**src/sv/ffa_pkg.sv**
```systemverilog
// Package: constants, types and helpers shared by the flocking force accumulator
`timescale 1ns / 1ps
`default_nettype none
package ffa_pkg;

   localparam int FRAC_BITS     = 16;
   localparam int MAX_NEIGHBORS = 256;
   localparam int CNT_W         = $clog2(MAX_NEIGHBORS + 1);
   localparam int VAL_W         = 32;
   localparam int RAD_W         = 31;
   localparam int SUM_W         = 48;
   localparam int DIFF_W        = VAL_W + 1;
   localparam int WIDE_W        = 66;
   localparam int AXES          = 3;
   localparam int FORCES        = 9;
   localparam int CSR_IDX_W     = 2;
   localparam int DIV_NUM_W     = 64;
   localparam int DIV_DEN_W     = 32;
   localparam int DIV_CNT_W     = $clog2(DIV_NUM_W);
   localparam int SQRT_IN_W     = 64;
   localparam int SQRT_OUT_W    = SQRT_IN_W / 2;
   localparam int SQRT_CNT_W    = $clog2(SQRT_OUT_W);
   localparam int QUEUE_DEPTH   = 2;
   localparam int QPTR_W        = $clog2(QUEUE_DEPTH);
   localparam int QCNT_W        = $clog2(QUEUE_DEPTH + 1);

   localparam logic [RAD_W-1:0] SEP_RAD_RESET   = 31'd327680;
   localparam logic [RAD_W-1:0] ALI_RAD_RESET   = 31'd655360;
   localparam logic [RAD_W-1:0] COH_RAD_RESET   = 31'd655360;
   localparam logic [RAD_W-1:0] MAX_SPEED_RESET = 31'd655360;

   localparam logic [SUM_W-1:0] NORM_HI = SUM_W'(64'd1 << 30);
   localparam logic [SUM_W-1:0] NORM_LO = SUM_W'(64'd1 << 29);

   typedef enum logic [CSR_IDX_W-1:0] {
      CSR_SEP_RAD   = 2'd0,
      CSR_ALI_RAD   = 2'd1,
      CSR_COH_RAD   = 2'd2,
      CSR_MAX_SPEED = 2'd3
   } csr_idx_type;

   typedef enum logic [1:0] {
      GRP_SEP = 2'd0,
      GRP_ALI = 2'd1,
      GRP_COH = 2'd2
   } grp_type;

   typedef struct packed {
      logic [RAD_W-1:0] sep_rad;
      logic [RAD_W-1:0] ali_rad;
      logic [RAD_W-1:0] coh_rad;
      logic [RAD_W-1:0] max_speed;
   } cfg_type;

   typedef struct packed {
      logic                       is_neighbor;
      logic                       last;
      logic [AXES-1:0][VAL_W-1:0] pos;
      logic [AXES-1:0][VAL_W-1:0] vel;
   } item_type;

   typedef struct packed {
      logic     valid;
      item_type item;
   } q_head_type;

   typedef struct packed {
      logic                 start;
      logic [DIV_NUM_W-1:0] num;
      logic [DIV_DEN_W-1:0] den;
   } div_req_type;

   typedef struct packed {
      logic                 done;
      logic [DIV_NUM_W-1:0] quo;
   } div_rsp_type;

   typedef struct packed {
      logic                 start;
      logic [SQRT_IN_W-1:0] n;
   } sqrt_req_type;

   typedef struct packed {
      logic                  done;
      logic [SQRT_OUT_W-1:0] root;
   } sqrt_rsp_type;

   typedef logic [FORCES-1:0][VAL_W-1:0] result_type;

   typedef enum logic [4:0] {
      ST_IDLE,
      ST_SQ_MUL,
      ST_SQ_ACC,
      ST_DIST,
      ST_DIST_WAIT,
      ST_CLASSIFY,
      ST_U_DIV,
      ST_U_WAIT,
      ST_T_DIV,
      ST_T_WAIT,
      ST_CHECK_LAST,
      ST_GROUP,
      ST_C_DIV,
      ST_C_WAIT,
      ST_ABS,
      ST_NORM,
      ST_M_MUL,
      ST_M_ACC,
      ST_MAG,
      ST_MAG_WAIT,
      ST_S_MUL,
      ST_S_DIV,
      ST_S_WAIT,
      ST_EMIT
   } back_state_type;

   function automatic logic [VAL_W-1:0] sat_val(input logic signed [WIDE_W-1:0] v);
      logic signed [WIDE_W-1:0] hi;
      logic signed [WIDE_W-1:0] lo;
      hi = WIDE_W'(64'sd2147483647);
      lo = -WIDE_W'(64'sd2147483648);
      if (v > hi) return 32'h7fff_ffff;
      else if (v < lo) return 32'h8000_0000;
      else return v[VAL_W-1:0];
   endfunction

endpackage
`default_nettype wire

```
**src/sv/ffa_div.sv**
```systemverilog
// Iterative unsigned divider, one quotient bit per cycle
`timescale 1ns / 1ps
`default_nettype none
module ffa_div import ffa_pkg::*; (
   input  wire         clock,
   input  wire         reset,
   input  div_req_type div_req,
   output div_rsp_type div_rsp
);

   logic                 busy_ff, busy_in;
   logic                 done_ff, done_in;
   logic [DIV_CNT_W-1:0] cnt_ff, cnt_in;
   logic [DIV_NUM_W-1:0] num_ff, num_in;
   logic [DIV_NUM_W-1:0] quo_ff, quo_in;
   logic [DIV_DEN_W-1:0] den_ff, den_in;
   logic [DIV_DEN_W-1:0] rem_ff, rem_in;
   logic [DIV_DEN_W:0]   shifted;
   logic [DIV_DEN_W:0]   diff;
   logic                 ge;

   assign shifted = {rem_ff, num_ff[DIV_NUM_W-1]};
   assign ge      = (shifted >= {1'b0, den_ff});
   assign diff    = shifted - {1'b0, den_ff};

   always_comb begin
      busy_in = busy_ff;
      done_in = 1'b0;
      cnt_in  = cnt_ff;
      num_in  = num_ff;
      quo_in  = quo_ff;
      den_in  = den_ff;
      rem_in  = rem_ff;
      if (div_req.start) begin
         busy_in = 1'b1;
         cnt_in  = '0;
         num_in  = div_req.num;
         den_in  = div_req.den;
         rem_in  = '0;
      end else if (busy_ff) begin
         num_in = {num_ff[DIV_NUM_W-2:0], 1'b0};
         rem_in = ge ? diff[DIV_DEN_W-1:0] : shifted[DIV_DEN_W-1:0];
         quo_in = {quo_ff[DIV_NUM_W-2:0], ge};
         cnt_in = cnt_ff + 1'b1;
         if (cnt_ff == DIV_CNT_W'(DIV_NUM_W - 1)) begin
            busy_in = 1'b0;
            done_in = 1'b1;
         end
      end
   end

   always_ff @(posedge clock) begin
      cnt_ff <= cnt_in;
      num_ff <= num_in;
      quo_ff <= quo_in;
      den_ff <= den_in;
      rem_ff <= rem_in;
      if (reset) begin
         busy_ff <= 1'b0;
         done_ff <= 1'b0;
      end else begin
         busy_ff <= busy_in;
         done_ff <= done_in;
      end
   end

   assign div_rsp.done = done_ff;
   assign div_rsp.quo  = quo_ff;

endmodule
`default_nettype wire

```
**config.mk**
```make
export PLATFORM = sky130hd
export DESIGN_NAME = ffa_div
export DESIGN_NICKNAME = d
export VERILOG_FILES = /design/src/sv/ffa_pkg.sv /design/src/sv/ffa_div.sv
export SDC_FILE = /design/constraint.sdc
export NUM_CORES = 1
export LEC_CHECK = 0
export BUFFER_PORTS_ARGS = -buffer_cell sky130_fd_sc_hd__buf_2
export CAP_MARGIN = 20
export CORE_ASPECT_RATIO = 0.75
export CORE_UTILIZATION = 30
export DETAILED_ROUTE_END_ITERATION = 8
export HOLD_SLACK_MARGIN = 0.03
export SLEW_MARGIN = 20
export SYNTH_ARGS = -nofsm -noshare
export SYNTH_HDL_FRONTEND = slang
export SYNTH_SLANG_ARGS = --single-unit
```
**constraint.sdc**
```tcl
create_clock -name clock -period 3.5 [get_ports clock]
set_input_delay 0.7 -clock clock [delete_from_list [all_inputs] [get_ports clock]]
set_output_delay 0.7 -clock clock [all_outputs]
set_load 0.02 [all_outputs]
```
Yosys cells after proc, flatten, opt, wreduce, memory -nomap -nowiden
Cells that the tools add are included.

Register bits: 200. Input bits: 99. Word-level logic and storage cells: 23.

Add/sub/neg operators: 2. $lt $le $gt $ge: 1. Eq/ne operators: 1. Mux-type cells: 7. Bitwise operators: 2. Reductions and logical operators: 3.

Operator list (count): two-way mux 64 bit (2); greater-or-equal comparator 33 x 32 -> 1 bit (1); two-way mux 32 bit (1); subtractor 32 bit (1); adder 6 x 1 -> 6 bit, second input constant (1); equality test 6 bit, second input constant (1); two-way mux 1 bit (4); OR reduction 3 bit (1); inverter 1 bit (2); AND reduction 2 bit (1); nonzero test 2 bit (1).

Logic depth before layout (Yosys ltp)
Depth after elaboration: 4. Depth in mapped cells: 15. Depth with buffers taken out: 13.

Least setup slack after synthesis
OpenSTA, ideal clock, no wires.

Kind: input -> register. From: in div_req[96] (netlist bit). To: reg rem_ff[29]. Data arrival time: 3.482 ns. Required time: 3.430 ns. Slack: -0.051 ns. Stages on the path: 6. Path through: nand2b_1 > clkbuf_1 > inv_1 > clkbuf_1 > a32oi_1 > nand2_1.

RTL lines: start: declaration (RTL line ffa_div.sv:7) `input div_req_type div_req,`; end signal: assignment (RTL line ffa_div.sv:57) `rem_ff <= rem_in;`; end: declaration (RTL line ffa_div.sv:17) `logic [DIV_DEN_W-1:0] rem_ff, rem_in;`.

Final worst setup path
From: reg num_ff[63]. To: reg rem_ff[30].

Word-level cells in the longest chain between the ends: 2. Elaborated cells on any way between the ends: 3. Classes of those cells: add/sub (1); order compare (1); mux (1).

Ends and longest elaborated chain: start: declaration (RTL line ffa_div.sv:14) `logic [DIV_NUM_W-1:0] num_ff, num_in;`; start signal: assignment (RTL line ffa_div.sv:54) `num_ff <= num_in;`; subtractor 32 bit / greater-or-equal comparator 33 x 32 -> 1 bit (equally long branches) (RTL line ffa_div.sv:24, ffa_div.sv:23); two-way mux 32 bit (*) (RTL line ffa_div.sv:42) `rem_in = ge ? diff[DIV_DEN_W-1:0] : shifted[DIV_DEN_W-1:0];`.

Mark *: on every way between the ends. The rest lies on a longest branch, timed or not. A chain may end at the register's enable or synchronous reset.

==> flow_metrics.env <==
export IMPL_totalWireLength_um=19600
export IMPL_htree_num_levels=4
export IMPL_ys_flop_type="edfxtp_1"
export IMPL_synth_edf_count=160
export IMPL_max_slew_margin=0.322
export IMPL_rsz0062_at_grt="false"
export IMPL_tightest_slew_ns=1.01
export IMPL_nets=984
export IMPL_cts_setup_buffers=0
export IMPL_hpwl_um=13500
export IMPL_grt_pass1_wl_um=31100
export IMPL_synthMuxAreaShare=0.0995
export IMPL_drt_pass1_iter_count=4
export IMPL_r2r_slack_ns=0.37
export IMPL_synthCells=691
export IMPL_fin_crit_sh=0.894
export IMPL_cp_end_kind="flop"
export IMPL_hold_depth=1
export IMPL_clock_skew_ns=0.00995
export IMPL_overflow=0
export IMPL_status="finished, final reports clean"
export IMPL_hp_class="in2reg"
export IMPL_fin_crit_ns=3.13
export IMPL_ys_ff_latch=200
export IMPL_grt_max_degree=106
export IMPL_final_max_slew_viol_count=0
export IMPL_synth_top_area_share=0.526
export IMPL_rows=54
export IMPL_cp_arrival_ns=3.48
export IMPL_ys_seq_area_frac=0.613
export IMPL_syn_area_per_cell_um2=13.2
export IMPL_synth_area_leaders="edfxtp_1 (53%), dfxtp_1 (8.8%), mux2_2 (7.8%), ha_1 (4.5%), mux2i_1 (2.2%)"
export IMPL_syn_nets=824
export IMPL_hold_start="div_req[9]"
export IMPL_die_w_um=204
export IMPL_cp_required_ns=3.85
export IMPL_antenna_found_initial=7
export IMPL_fin_ws_ns=0.372
export IMPL_finalHoldViolCount=0
export IMPL_root_buffer="clkbuf_16"
export IMPL_remaining_drc_errors=0
export IMPL_vdd_drop_max_v=0.000324
export IMPL_timing_rr_start="num_ff[63]"
export IMPL_synthAdderAreaFrac=0.0474
export IMPL_yosysTopAreaCell="edfxtp_1"
export IMPL_numCtsBuffers=17
export IMPL_setup_violations=0
export IMPL_fmax_mhz=320
export IMPL_rr_worst_depth=13
export IMPL_clkLatencyLatePin_ns=0.44
export IMPL_cap_violations=0
export IMPL_tritoncts="built"
export IMPL_cts_resized_gates=0
export IMPL_grt_util_all_layers=0.129
export IMPL_die_area_mm2=0.0312
export IMPL_cp_max_fo=4
export IMPL_port_buffers=163
export IMPL_wl_per_cell_um=15.6
export IMPL_synth_async_sr_flop_share=0
export IMPL_ioPinCount=164
export IMPL_ys_types=65
export IMPL_r2r_end="rem_ff[30]"
export IMPL_fin_setup_tns_ns=0
export IMPL_clkSlewWorstSetupHoldPaths_ns=0.07
export IMPL_synth_top_family_by_area="multiplexers"
export IMPL_dp_slack_ns=0.429
export IMPL_synth_compound_area_share=0.0976
export IMPL_core_mm2=0.0295
export IMPL_via_per_inst=4.72
export IMPL_yosysWarningCount=0
export IMPL_worstSetupPathType="reg2reg"
export IMPL_synth_simple_area_share=0.0824
export IMPL_p_per_area_mw_per_mm2=505
export IMPL_start_kind="flop"
export IMPL_drive_gt1_frac=0.325
export IMPL_drtAntennaViolNets=0
export IMPL_grt_pass1_vias=5739
export IMPL_hold_end="den_ff[9]"
export IMPL_syn_area_mm2=0.00914
export IMPL_area_delta_synth_final_pct=19.9
export IMPL_synthXorXnorAreaFrac=0.0278
export IMPL_clockBufferDepth=2
export IMPL_cts_hold_buf=0
export IMPL_drtIter0Drc=283
export IMPL_via_count=5948
export IMPL_start_util=0.310
export IMPL_gp_congestion=0.833
export IMPL_clkSinkCount=200
export IMPL_cellLeakagePower_nw=4.29
export IMPL_die_y_um=153
layer usage:
| layer | global-route usage | wire length, µm | vias to the layer above | part of all wire |
|---|---|---|---|---|
| met3 | 0.0503 | 1570 | 24 | 0.080 |
| met5 | 0 | 51 | - | 0.0026 |
| li1 | - | - | 2927 | - |
| met1 | 0.179 | 9670 | 2830 | 0.49 |
| met2 | 0.182 | 8070 | 159 | 0.41 |
| met4 | 0.0419 | 235 | 8 | 0.012 |
layout make-up:
type	count	area [µm²]
Timing Repair Buffer	172	911
Sequential cell	200	5610
Antenna cell	4	10.0
Inverter	44	165
Multi-Input combinational cell	416	3240
Tap cell	392	490
Clock inverter	12	104
Clock buffer	20	437
Fill cell	2857	18600
Yosys cell counts (all sizes together), types with 3 or more instances:
library cell,count
mux2i,20
nor2b,5
a32oi,3
a31o,3
nand3,25
dfxtp,40
o311ai,5
nand4,8
mux2,63
o21a,4
nor2,35
o21ai,18
edfxtp,160
xnor2,14
buf,7
a31oi,6
o21bai,4
a21o,11
a311oi,6
nor3,6
and2,3
inv,44
or2,3
a21oi,29
clkbuf,24
a211oi,20
nand2,34
and3,7
ha,33
xor2,15
nor3b,4
nand2b,6
o31ai,4
through the flow:
stage | util | instance area [µm²] | instances | hold slack (ns) | total power, mW
after floorplan | - | 9140 | 691 | 0.450 | 3.47
after global placement | 0.353 | 10400 | 1224 | 0.425 | 3.70
after detailed placement | 0.353 | 10400 | 1224 | 0.430 | 3.71
after CTS | 0.371 | 11000 | 1256 | 0.393 | 5.62
after global routing | 0.371 | 11000 | 1257 | 0.398 | 5.81
final | 0.371 | 11000 | 1260 | 0.429 | 5.54
placed cells by master (no fill, tap or decap), types with 5 or more instances in the layout:
master	instances
clkinv_2	5
mux2_2	63
buf_4	8
nand3_1	25
xor2_1	15
a31oi_1	6
nor3_1	5
nor2_1	35
mux2i_1	20
a21o_1	11
a21oi_1	28
a211oi_1	20
nand2b_1	6
and3_1	7
nand2_1	33
ha_1	33
clkbuf_16	17
inv_1	41
buf_2	162
a311oi_1	5
dfxtp_1	40
nand4_1	8
o21ai_0	18
xnor2_1	14
edfxtp_1	160
report_power, final:
| group | internal, mW | total (mW) | switching, mW | leakage [nW] |
|---|---|---|---|---|
| Sequential | 2.75 | 2.82 | 0.0664 | 1.83 |
| Combinational | 0.370 | 0.844 | 0.474 | 2.20 |
| Clock | 0.980 | 1.88 | 0.898 | 0.260 |
sequential cells by signal, summed over array words and instances (netlist names):
name	count
busy_ff	1
cnt_ff	6
den_ff	32
done_ff	1
num_ff	64
quo_ff	64
rem_ff	32
critical path, stage by stage (launching register included):
cell,delay [ns]
edfxtp_1,0.38
inv_1,0.07
ha_1,0.18
fa_1,0.28
nor2b_4,0.06
o2111ai_2,0.19
nand2_2,0.10
o41a_4,0.47
a31o_4,0.27
a311oi_4,0.33
o31ai_2,0.14
mux2i_1,0.14
a31o_1,0.18
a311oi_1,0.24
worst max path at each step:
| stage | start | to | slack, ns | cells after the start |
|---|---|---|---|---|
| 6_report | num_ff[63] | rem_ff[30] | 0.37 | 13 |
| 2_1_floorplan | num_ff[63] | rem_ff[30] | 0.64 | 13 |
| 4_1_cts | num_ff[63] | rem_ff[30] | 0.38 | 13 |
| 5_1_grt | num_ff[63] | rem_ff[30] | 0.21 | 13 |
| 3_3_place_gp | num_ff[63] | rem_ff[30] | 0.47 | 13 |
| 3_5_place_dp | num_ff[63] | rem_ff[30] | 0.43 | 13 |
cells by family (layout without fill, tap and decap cells):
logic type	Yosys count	count (layout)
DFF	200	200
and+or+nand+nor	146	146
AOI/OAI and AO/OA	124	124
muxes	83	83
buffers and inverters	75	248
adders and majority gates	34	34
xor gates and xnor gates	29	29
other	0	4
Power figures use the tool's default switching activity.
