`config.mk`:
```
export PLATFORM = sky130hd
export DESIGN_NAME = ffa_queue_flat
export DESIGN_NICKNAME = d
export VERILOG_FILES = /design/src/sv/ffa_pkg.sv /design/src/sv/ffa_if.sv /design/src/sv/ffa_queue.sv /design/src/flat_wrapper.sv
export SDC_FILE = /design/constraint.sdc
export NUM_CORES = 1
export LEC_CHECK = 0
export BUFFER_PORTS_ARGS = -buffer_cell sky130_fd_sc_hd__buf_2
export CAP_MARGIN = 10
export CORE_ASPECT_RATIO = 0.6
export CORE_MARGIN = 5
export CORE_UTILIZATION = 45
export DETAILED_ROUTE_END_ITERATION = 8
export GPL_TIMING_DRIVEN = 1
export PLACE_DENSITY = 0.73
export SETUP_SLACK_MARGIN = 0.02
export SKIP_CTS_REPAIR_TIMING = 1
export SKIP_LAST_GASP = 1
export SLEW_MARGIN = 20
export SYNTH_ARGS = -nofsm -noshare
export SYNTH_HDL_FRONTEND = slang
export SYNTH_SLANG_ARGS = --single-unit
```
`constraint.sdc`:
```
create_clock -name clock -period 16.54 [get_ports clock]
set_clock_uncertainty 0.1 [all_clocks]
set_input_delay 0.827 -clock clock [delete_from_list [all_inputs] [get_ports clock]]
set_output_delay 0.827 -clock clock [all_outputs]
set_load 0.02 [all_outputs]
```
`src/sv/ffa_pkg.sv`:
```
// Package: constants, types and helpers shared by the flocking force accumulator
`timescale 1ns / 1ps
`default_nettype none
package ffa_pkg;

   localparam int FRAC_BITS     = 16;
   localparam int MAX_NEIGHBORS = 256;
   localparam int CNT_W         = $clog2(MAX_NEIGHBORS + 1);
   localparam int VAL_W         = 32;
   localparam int RAD_W         = 31;
   localparam int SUM_W         = 48;
   localparam int DIFF_W        = VAL_W + 1;
   localparam int WIDE_W        = 66;
   localparam int AXES          = 3;
   localparam int FORCES        = 9;
   localparam int CSR_IDX_W     = 2;
   localparam int DIV_NUM_W     = 64;
   localparam int DIV_DEN_W     = 32;
   localparam int DIV_CNT_W     = $clog2(DIV_NUM_W);
   localparam int SQRT_IN_W     = 64;
   localparam int SQRT_OUT_W    = SQRT_IN_W / 2;
   localparam int SQRT_CNT_W    = $clog2(SQRT_OUT_W);
   localparam int QUEUE_DEPTH   = 2;
   localparam int QPTR_W        = $clog2(QUEUE_DEPTH);
   localparam int QCNT_W        = $clog2(QUEUE_DEPTH + 1);

   localparam logic [RAD_W-1:0] SEP_RAD_RESET   = 31'd327680;
   localparam logic [RAD_W-1:0] ALI_RAD_RESET   = 31'd655360;
   localparam logic [RAD_W-1:0] COH_RAD_RESET   = 31'd655360;
   localparam logic [RAD_W-1:0] MAX_SPEED_RESET = 31'd655360;

   localparam logic [SUM_W-1:0] NORM_HI = SUM_W'(64'd1 << 30);
   localparam logic [SUM_W-1:0] NORM_LO = SUM_W'(64'd1 << 29);

   typedef enum logic [CSR_IDX_W-1:0] {
      CSR_SEP_RAD   = 2'd0,
      CSR_ALI_RAD   = 2'd1,
      CSR_COH_RAD   = 2'd2,
      CSR_MAX_SPEED = 2'd3
   } csr_idx_type;

   typedef enum logic [1:0] {
      GRP_SEP = 2'd0,
      GRP_ALI = 2'd1,
      GRP_COH = 2'd2
   } grp_type;

   typedef struct packed {
      logic [RAD_W-1:0] sep_rad;
      logic [RAD_W-1:0] ali_rad;
      logic [RAD_W-1:0] coh_rad;
      logic [RAD_W-1:0] max_speed;
   } cfg_type;

   typedef struct packed {
      logic                       is_neighbor;
      logic                       last;
      logic [AXES-1:0][VAL_W-1:0] pos;
      logic [AXES-1:0][VAL_W-1:0] vel;
   } item_type;

   typedef struct packed {
      logic     valid;
      item_type item;
   } q_head_type;

   typedef struct packed {
      logic                 start;
      logic [DIV_NUM_W-1:0] num;
      logic [DIV_DEN_W-1:0] den;
   } div_req_type;

   typedef struct packed {
      logic                 done;
      logic [DIV_NUM_W-1:0] quo;
   } div_rsp_type;

   typedef struct packed {
      logic                 start;
      logic [SQRT_IN_W-1:0] n;
   } sqrt_req_type;

   typedef struct packed {
      logic                  done;
      logic [SQRT_OUT_W-1:0] root;
   } sqrt_rsp_type;

   typedef logic [FORCES-1:0][VAL_W-1:0] result_type;

   typedef enum logic [4:0] {
      ST_IDLE,
      ST_SQ_MUL,
      ST_SQ_ACC,
      ST_DIST,
      ST_DIST_WAIT,
      ST_CLASSIFY,
      ST_U_DIV,
      ST_U_WAIT,
      ST_T_DIV,
      ST_T_WAIT,
      ST_CHECK_LAST,
      ST_GROUP,
      ST_C_DIV,
      ST_C_WAIT,
      ST_ABS,
      ST_NORM,
      ST_M_MUL,
      ST_M_ACC,
      ST_MAG,
      ST_MAG_WAIT,
      ST_S_MUL,
      ST_S_DIV,
      ST_S_WAIT,
      ST_EMIT
   } back_state_type;

   function automatic logic [VAL_W-1:0] sat_val(input logic signed [WIDE_W-1:0] v);
      logic signed [WIDE_W-1:0] hi;
      logic signed [WIDE_W-1:0] lo;
      hi = WIDE_W'(64'sd2147483647);
      lo = -WIDE_W'(64'sd2147483648);
      if (v > hi) return 32'h7fff_ffff;
      else if (v < lo) return 32'h8000_0000;
      else return v[VAL_W-1:0];
   endfunction

endpackage
`default_nettype wire

```
`src/sv/ffa_if.sv`:
```
// Interfaces: request and response channels with valid/ready handshake
`timescale 1ns / 1ps
`default_nettype none
interface ffa_req_if import ffa_pkg::*; ();
   logic             valid;
   logic             ready;
   logic             req_type;
   logic [VAL_W-1:0] pos_x;
   logic [VAL_W-1:0] pos_y;
   logic [VAL_W-1:0] pos_z;
   logic [VAL_W-1:0] vel_x;
   logic [VAL_W-1:0] vel_y;
   logic [VAL_W-1:0] vel_z;
   logic             last;

   modport source (output valid, req_type, pos_x, pos_y, pos_z, vel_x, vel_y, vel_z, last,
                   input ready);
   modport sink (input valid, req_type, pos_x, pos_y, pos_z, vel_x, vel_y, vel_z, last,
                 output ready);
endinterface

`default_nettype wire

```
`src/sv/ffa_queue.sv`:
```
// Front end: accepts request transfers, classifies them and queues them for the back end
`timescale 1ns / 1ps
`default_nettype none
module ffa_queue import ffa_pkg::*; (
   input  wire           clock,
   input  wire           reset,
   ffa_req_if.sink       req_if,
   output q_head_type    q_head,
   input  wire           pop
);

   item_type          mem_ff [QUEUE_DEPTH];
   item_type          mem_in [QUEUE_DEPTH];
   logic [QPTR_W-1:0] wr_ptr_ff, wr_ptr_in;
   logic [QPTR_W-1:0] rd_ptr_ff, rd_ptr_in;
   logic [QCNT_W-1:0] cnt_ff, cnt_in;
   logic              push;
   logic              do_pop;
   item_type          new_item;

   assign req_if.ready = (cnt_ff != QCNT_W'(QUEUE_DEPTH));
   assign push         = req_if.valid && req_if.ready;
   assign do_pop       = pop && (cnt_ff != '0);

   always_comb begin
      new_item.is_neighbor = req_if.req_type;
      new_item.last        = req_if.last;
      new_item.pos         = {req_if.pos_z, req_if.pos_y, req_if.pos_x};
      new_item.vel         = {req_if.vel_z, req_if.vel_y, req_if.vel_x};
   end

   always_comb begin
      mem_in    = mem_ff;
      wr_ptr_in = wr_ptr_ff;
      rd_ptr_in = rd_ptr_ff;
      cnt_in    = cnt_ff;
      if (push) begin
         mem_in[wr_ptr_ff] = new_item;
         wr_ptr_in         = wr_ptr_ff + 1'b1;
      end
      if (do_pop) begin
         rd_ptr_in = rd_ptr_ff + 1'b1;
      end
      cnt_in = cnt_ff + QCNT_W'(push) - QCNT_W'(do_pop);
   end

   always_ff @(posedge clock) begin
      mem_ff <= mem_in;
      if (reset) begin
         wr_ptr_ff <= '0;
         rd_ptr_ff <= '0;
         cnt_ff    <= '0;
      end else begin
         wr_ptr_ff <= wr_ptr_in;
         rd_ptr_ff <= rd_ptr_in;
         cnt_ff    <= cnt_in;
      end
   end

   assign q_head.valid = (cnt_ff != '0);
   assign q_head.item  = mem_ff[rd_ptr_ff];

endmodule
`default_nettype wire

```
`src/flat_wrapper.sv`:
```
// flat-port wrapper written by rule: the top's interface ports become plain ports
module ffa_queue_flat import ffa_pkg::*;
  (clock, reset, q_head, pop, req_if_valid, req_if_req_type, req_if_pos_x, req_if_pos_y, req_if_pos_z, req_if_vel_x, req_if_vel_y, req_if_vel_z, req_if_last, req_if_ready);
  ffa_req_if req_if_i ();
  input  wire clock;
  input  wire reset;
  output q_head_type q_head;
  input  wire pop;
  input wire logic [$bits(req_if_i.valid)-1:0] req_if_valid;
  input wire logic [$bits(req_if_i.req_type)-1:0] req_if_req_type;
  input wire logic [$bits(req_if_i.pos_x)-1:0] req_if_pos_x;
  input wire logic [$bits(req_if_i.pos_y)-1:0] req_if_pos_y;
  input wire logic [$bits(req_if_i.pos_z)-1:0] req_if_pos_z;
  input wire logic [$bits(req_if_i.vel_x)-1:0] req_if_vel_x;
  input wire logic [$bits(req_if_i.vel_y)-1:0] req_if_vel_y;
  input wire logic [$bits(req_if_i.vel_z)-1:0] req_if_vel_z;
  input wire logic [$bits(req_if_i.last)-1:0] req_if_last;
  output wire logic [$bits(req_if_i.ready)-1:0] req_if_ready;
  assign req_if_i.valid = req_if_valid;
  assign req_if_i.req_type = req_if_req_type;
  assign req_if_i.pos_x = req_if_pos_x;
  assign req_if_i.pos_y = req_if_pos_y;
  assign req_if_i.pos_z = req_if_pos_z;
  assign req_if_i.vel_x = req_if_vel_x;
  assign req_if_i.vel_y = req_if_vel_y;
  assign req_if_i.vel_z = req_if_vel_z;
  assign req_if_i.last = req_if_last;
  assign req_if_ready = req_if_i.ready;
  ffa_queue u_core (.clock(clock), .reset(reset), .req_if(req_if_i), .q_head(q_head), .pop(pop));
endmodule
```
* Word level (Yosys, flattened, before mapping)
Index checks and enable logic that the tools add are counted.
Widths: inputs -> output; s select.
** Operators by class
- $add $sub $neg :: 4
- Multiply operators :: 0
- Divide/modulo/power cells :: 0
- Order comparisons :: 3
- Eq/ne operators :: 1
- Shift-type cells :: 0
- Multiplexer cells :: 6
- Bitwise gates (word level) :: 2
- Reductions and logical operators :: 4
** Operators by type and width (number)
- $mux 194 :: 4
- $bwmux 388 :: 1
- $demux 194 s1 :: 1
- $ge 2x2->1 const B :: 2
- $not 1->2 :: 2
- $logic_and 1x1->1 :: 3
- $add 1x1->1 const B :: 2
- $add 2x1->2 :: 1
- $lt 2x1->1 const B :: 1
- $ne 2x2->1 const B :: 1
- $reduce_bool 2->1 :: 1
- $sub 2x1->2 :: 1
** Storage, ports and cells
- Flip-flop bits (word level) :: 392
- Latch bits :: 0
- Bits in writable memories :: 0
- Bits in read-only memories :: 0
- Bits of input ports :: 198
- Output and inout port bits :: 196
- Logic and storage cells :: 39
- Memories kept :: 0

* Longest topological paths before layout
Gate-level depths: netlist (run 1).
- Word-level depth :: 6
- Mapped depth :: 7
- Depth with buffers taken out :: 7

* Least setup slack after synthesis (run 1)
No wires, ideal clock.
- Kind :: input -> register
- From :: input req_if_valid
- To :: register u_core.mem_ff[194] in the netlist's numbering, enable pin
- Setup time :: 0.775 ns
- Data arrival time :: 9.499 ns
- Path slack :: 6.166 ns
- Stages on the path :: 2
- Buffers on the path :: 0
- Cells stage by stage :: and2_1 > nor2b_1
** On the way
- Word-level cells in the longest chain between the ends :: 1
** RTL lines
- from (decl) :: line flat_wrapper.sv:9 : input wire logic [$bits(req_if_i.valid)-1:0] req_if_valid;
- $logic_and 1x1->1 :: line ffa_queue.sv:22 : assign push = req_if.valid && req_if.ready;
- to (signal assigned) :: line ffa_queue.sv:48 : mem_ff <= mem_in;
- to (decl) :: line ffa_queue.sv:12 : item_type mem_ff [QUEUE_DEPTH];
No other way between the ends.
A chain may end at the register's enable or synchronous reset.

* Worst setup path after layout (run 1)
- From :: register u_core.cnt_ff[0]
- To :: register u_core.mem_ff[221] in the netlist's numbering, enable pin
** On the way
- Word-level cells in the longest chain between the ends :: 2
** RTL lines
- from (decl) :: line ffa_queue.sv:16 : logic [QCNT_W-1:0] cnt_ff, cnt_in;
- from (signal assigned) :: line ffa_queue.sv:56 : cnt_ff <= cnt_in;
- $ne 2x2->1 :: line ffa_queue.sv:21 : assign req_if.ready = (cnt_ff != QCNT_W'(QUEUE_DEPTH));
- $logic_and 1x1->1 :: line ffa_queue.sv:22
- net u_core.push :: line ffa_queue.sv:17 : logic push;
The timed path passes the listed nets, and every way through them passes these cells.

==> flow_metrics.py, run 1 <==
metrics = {
    "sta": {
        "period_share": 0.226,
        "finalSetupViolCount": 0,
        "hold_viol": 0,
        "clock.fmax_mhz": 268,
        "min_period_ns": 3.73,
        "layout_setup_ws_ns": 12.81,
        "finalSetupTns_ns": 0,
        "maxSlewHeadroom": 0.326,
        "rsz0062_at_grt": "false",
        "worst_slew_pin_slew_ns": 1.01,
        "slew_viol_final": 0,
    },
    "cts": {
        "clock_latency_ns": 0.50,
        "root_buffer": "clkbuf_16",
        "numCtsBuffers": 37,
        "cts_tree": "built",
        "path_clk_slew_ns": 0.06,
        "htreeDepth": 2,
        "clockBufferDepth": 3,
        "clkSinkCount": 392,
    },
    "worst_setup_path": {
        "crit_type": "reg -> reg",
        "cpLargestDelayFamily": "buffers and inverters",
        "worstPathMaxFanout": 70,
        "critPathMaxStageDelay_ns": 0.86,
        "worst_setup_path_start_kind": "register",
        "critPathBufInv": 3,
        "crit_path_frequent_cell": "buf_4",
        "arrival_ns": 3.76,
        "worstPathRequired_ns": 16.57,
        "worstPathCellList": "nand2b_1, and2_1, nor2b_4, buf_4, buf_4, buf_4",
        "slowest_stage": "buf_4",
        "crit_path_end_kind": "register",
    },
    "routing": {
        "vias": 7316,
        "drt-pass1-iter-count": 4,
        "ant_nets": 0,
        "via_per_inst": 4.90,
        "initialDrtViolationCount": 352,
        "drt-wirelength-per-cell_um": 20.5,
        "drc": 0,
        "drt_wl_total_um": 30600,
    },
    "floorplan": {
        "die_y_um": 151,
        "core_region_area_sq_mm": 0.0325,
        "dieArea_sq_mm": 0.0368,
        "ios": 394,
        "placementRows": 51,
        "initial_core_util": 0.457,
        "fp.dieW_um": 244,
    },
    "global_route": {
        "gr-usage-met1": 0.197,
        "gr-usage-met2": 0.261,
        "grt_max_degree": 73,
        "antenna_found_initial": 10,
        "use_met3": 0.0614,
        "gr-total-overflow": 0,
        "grt_pass1_wl_um": 44500,
        "top_usage_layer": "met2",
        "grt_util_all_layers": 0.157,
        "grt_pass1_vias": 7671,
    },
    "synth": {
        "avgSynthCellArea_sq_um": 23.6,
        "synth.most_common_cell": "edfxtp_1",
        "ys.flop_type": "edfxtp_1",
        "yosysTopAreaCell": "edfxtp_1",
        "async_reset_ff_frac": 0,
        "ys_seq_area_frac": 0.791,
        "synthTopCellsByCount": "edfxtp_1 (388), mux2_4 (150), mux2_2 (44), buf_6 (18)",
        "ys_ff_latch": 392,
        "yosys_warnings": 0,
        "synth_edf_count": 388,
        "netlist_area_sq_mm": 0.0148,
        "synth_fp_nets": 829,
        "synth.distinct_cells": 20,
        "synth_top_cell_area_share": 0.785,
        "synth_top_cells_by_area": "edfxtp_1 (79%), mux2_4 (15%), mux2_2 (3.3%)",
        "synth_cells": 629,
    },
    "power": {
        "sequentialPowerShare": 0.437,
        "comb_power_share": 0.297,
        "sw_frac_of_total": 0.299,
        "power.total_w": 0.00299,
        "intPower_w": 0.00210,
        "p_leak_nw": 7.09,
        "p_switching_w": 0.000894,
        "pwr-share-clk": 0.266,
        "ir_drop_mv": 0.0955,
        "power_density_mw_per_mm2": 164,
    },
    "finish": {
        "post-route-util": 0.563,
        "n_fill_cell": 2465,
        "final_cell_count_no_fill": 1493,
        "syn_to_final_growth_pct": 23.3,
        "nets": 1247,
        "drive_gt1_frac": 0.605,
    },
    "place": {
        "dp_cells": 1432,
        "pre_cts_slack_ns": 12.33,
        "placement.io_buffers": 393,
        "post-dp-hpwl_um": 20700,
        "gp_congestion": 0.765,
    },
    "status": {
        "status": "completed",
    },
    "min_path": {
        "hold_path_class": "in -> reg",
    },
    "flow_run": {
        "drv_cap": 0,
    },
}
## logic make-up after synthesis
logic type,after synthesis,share of synthesized area
flip-flops,392,0.791
multiplexers,194,0.185
buffers and inverters,24,0.0155
AND/OR/NAND/NOR,13,0.00481
AO/OA/AOI/OAI,2,0.000843
XOR/XNOR,2,0.00118
adder cells (fa/ha/maj),2,0.00169
## layer usage
metal | share of wire | vias up
met5 | 0.0037 | -
met4 | 0.021 | 18
met3 | 0.087 | 69
met2 | 0.48 | 260
met1 | 0.40 | 3640
li1 | - | 3329
## flip-flops by register name, indices dropped and copies added, names as in the netlist
register and count:
u_core.cnt_ff 2, u_core.mem_ff 388, u_core.rd_ptr_ff 1, u_core.wr_ptr_ff 1
## cell usage in the layout (no fill, tap or decap)
cell	count
and2_1	2
and3_4	1
buf_2	393
buf_4	8
bufinv_16	3
clkbuf_1	8
clkbuf_16	37
clkinv_1	5
clkinv_2	5
clkinv_4	1
clkinvlp_4	1
dfxtp_1	3
dfxtp_4	1
diode_2	1
edfxtp_1	388
ha_1	2
inv_1	2
mux2_2	44
mux2_4	150
nand2b_1	2
nand3_1	1
nor2_1	3
nor2b_1	1
nor2b_4	1
nor3_1	1
o21a_1	1
o21ai_0	1
or2_2	1
xnor2_1	1
xor2_1	1
## layout make-up
class,instances,area [sq um],area share
flip-flops and latches,392,11700,0.641
multi-input cells,213,2890,0.158
repair buffers,401,2030,0.111
clock buffers,45,956,0.0523
well taps,424,531,0.0290
clock inverters,15,150,0.00821
inverters,2,7.51,0.000410
diodes,1,2.50,0.000137
## final timing paths
kind	from	to	slack [ns]	cells past startpoint
worst max-delay path	u_core.cnt_ff[0]	u_core.mem_ff[221]	12.81	6
worst min-delay path	req_if_pos_z[23]	u_core.mem_ff[183]	0.40	1
worst max register to register	u_core.cnt_ff[0]	u_core.mem_ff[221]	12.81	6
worst min register to register	u_core.cnt_ff[1]	u_core.cnt_ff[1]	0.44	2
## through the flow
| stage | hold slack (ns) | cell area, sq um |
|---|---|---|
| detailed placement | 0.423 | 17200 |
| global route | 0.368 | 18300 |
| global placement | 0.415 | 17200 |
| CTS | 0.365 | 18300 |
| floorplan | 0.371 | 14800 |
| finish | 0.404 | 18300 |
## power by group through the flow
| stage | sequential (W) | combinational, W | clock [W] |
|---|---|---|---|
| floorplan | 0.00134 | 0.000665 | 0 |
| global placement | 0.00132 | 0.000900 | 0 |
| detailed placement | 0.00133 | 0.000902 | 0 |
| CTS | 0.00131 | 0.000905 | 0.000825 |
| global route | 0.00132 | 0.000939 | 0.000865 |
| finish | 0.00131 | 0.000888 | 0.000796 |
Power figures use the tool's default switching activity.
==> inputs of run 2 (changes only) <==
Settings changed: PLACE_DENSITY 0.73 to 0.76.
Clock period 16.54 ns to 3.1 ns, I/O delays scaled along.
==> run 2 against run 1 <==
Worst hold slack worse by 0.22 ns. First-iteration DRC count up 9.4%. Global-route usage increased by 0.87 points. Die area unchanged. Register-to-register slack worse by 12 ns. Via count grew 14%. Sequential cell count unchanged. Critical path depth decreased by 3. Combinational power rose to 5.8 times the previous value. Final cell count increased by 15%. Non-clock buffer count increased by 212. Critical endpoint is now q_head[95].
==> flow_metrics.py, run 2 (synthesized netlist as in run 1, its figures left out) <==
metrics = {
    "worst_setup_path": {
        "worstPathRequired_ns": 2.84,
        "r2r_end": "u_core.rd_ptr_ff",
        "worstPathMaxFanout": 38,
        "crit-reg2reg-launch": "u_core.rd_ptr_ff",
        "r2r_slack_ns": 1.01,
        "reg2reg_depth": 4,
        "crit_type": "reg -> out",
        "crit_path_end_kind": "output port",
        "worst_setup_path_start_kind": "register",
        "arrival_ns": 2.22,
    },
    "routing": {
        "drc": 0,
        "wl_met3_um": 2490,
        "vias": 8345,
        "drt-pass1-iter-count": 4,
        "met1_length_um": 14200,
        "drt-wirelength-per-cell_um": 20.8,
        "via_per_inst": 4.87,
        "initialDrtViolationCount": 385,
        "ant_nets": 0,
        "topRoutingLayerUsed": "met4",
        "dr_wl_met2_um": 18100,
        "drt_wl_total_um": 35500,
    },
    "floorplan": {
        "ios": 394,
        "die_y_um": 151,
        "initial_core_util": 0.457,
        "fp.dieW_um": 244,
        "dieArea_sq_mm": 0.0368,
        "core_region_area_sq_mm": 0.0325,
        "placementRows": 51,
    },
    "min_path": {
        "hold_path_depth": 6,
        "hp-start": "pop",
        "hold_path_class": "in -> reg",
        "holdPathEnd": "u_core.cnt_ff[1]",
    },
    "cts": {
        "clock_latency_ns": 0.52,
        "htreeDepth": 2,
        "numCtsBuffers": 37,
        "cts_tree": "built",
        "path_clk_slew_ns": 0.06,
        "root_buffer": "clkbuf_16",
        "clockBufferDepth": 3,
        "clkSinkCount": 392,
    },
    "sta": {
        "hold_viol": 0,
        "maxSlewHeadroom": 0.575,
        "min_period_ns": 2.47,
        "finalSetupViolCount": 0,
        "clock.fmax_mhz": 405,
        "worst_slew_pin_slew_ns": 0.638,
        "slew_viol_final": 0,
        "finalSetupTns_ns": 0,
        "rsz0062_at_grt": "false",
        "period_share": 0.797,
    },
    "finish": {
        "stdcell_area_sq_mm": 0.0206,
        "regMostFlops": "u_core.mem_ff",
        "mostFrequentLayoutCells": "buf_2 (393), edfxtp_1 (388), dlygate4sd3_1 (197)",
        "syn_to_final_growth_pct": 39.0,
        "largest_reg_flops": 388,
        "drive_gt1_frac": 0.524,
        "nets": 1459,
        "post-route-util": 0.635,
        "reg_top3": "u_core.mem_ff: 388 flops, u_core.cnt_ff: 2 flops",
        "final_common_cell": "buf_2",
    },
    "power": {
        "ir_drop_mv": 0.550,
        "p_leak_nw": 8.10,
        "comb_power_share": 0.309,
        "pwr-share-clk": 0.273,
        "sw_frac_of_total": 0.301,
        "p_switching_w": 0.00504,
        "power_density_mw_per_mm2": 812,
        "intPower_w": 0.0117,
        "sequentialPowerShare": 0.418,
    },
    "place": {
        "post-dp-hpwl_um": 22300,
        "placement.io_buffers": 393,
        "postPlaceCellArea_sq_mm": 0.0174,
        "gp_congestion": 0.836,
    },
    "global_route": {
        "grt_pass1_vias": 7827,
        "gr-total-overflow": 0,
        "grt_pass1_wl_um": 46500,
        "grt_max_degree": 102,
        "antenna_found_initial": 4,
        "grt_util_all_layers": 0.166,
    },
    "status": {
        "status": "completed",
    },
    "flow_run": {
        "drv_cap": 0,
    },
}
-- run 2: per-stage QoR --
| stage | hold WS [ns] | worst slack, ns | power, W | cells |
|---|---|---|---|---|
| after floorplan | 0.119 | -0.976 | 0.0106 | 629 |
| after global placement | 0.243 | 1.17 | 0.0120 | 1447 |
| after detailed placement | 0.246 | 1.14 | 0.0121 | 1447 |
| after CTS | -0.309 | 0.558 | 0.0166 | 1512 |
| after global routing | 0.220 | 0.491 | 0.0174 | 1713 |
| final | 0.188 | 0.628 | 0.0167 | 1713 |
-- run 2: how the worst max path moves through the flow --
stage / endpoint / cells past startpoint / start
2_1_floorplan: u_core.mem_ff[194] / 3 / u_core.cnt_ff[0]
3_3_place_gp: q_head[95] / 3 / u_core.rd_ptr_ff
3_5_place_dp: q_head[177] / 3 / u_core.rd_ptr_ff
4_1_cts: q_head[177] / 3 / u_core.rd_ptr_ff
5_1_grt: q_head[8] / 3 / u_core.rd_ptr_ff
6_report: q_head[95] / 3 / u_core.rd_ptr_ff
-- run 2: layout make-up --
cell class                 instances  area (sq um)
timing repair buffer             613          4220
multi-input combinational        213          2900
clock inverter                    21           209
sequential                       392         11700
antenna                            4          10.0
inverter                           2          7.51
fill                            2176         11900
tap                              424           531
clock buffer                      44          1010
-- run 2: critical path, cell delays in order, from the launching register on --
cell     delay (ns)
dfxtp_4        0.75
buf_12         0.36
mux2_4         0.35
buf_2          0.17
-- run 2: routing by layer --
metal | track usage | vias up
met3 | 0.0605 | 57
met2 | 0.271 | 319
met1 | 0.210 | 4198
li1 | - | 3771
met4 | 0.0521 | 0
met5 | 0 | -
-- run 2: power groups by stage --
stage	clock [W]	sequential, W	combinational [W]
finish	0.00457	0.00699	0.00517
global route	0.00494	0.00706	0.00543
CTS	0.00466	0.00699	0.00498
detailed placement	0	0.00710	0.00495
global placement	0	0.00706	0.00491
floorplan	0	0.00701	0.00356
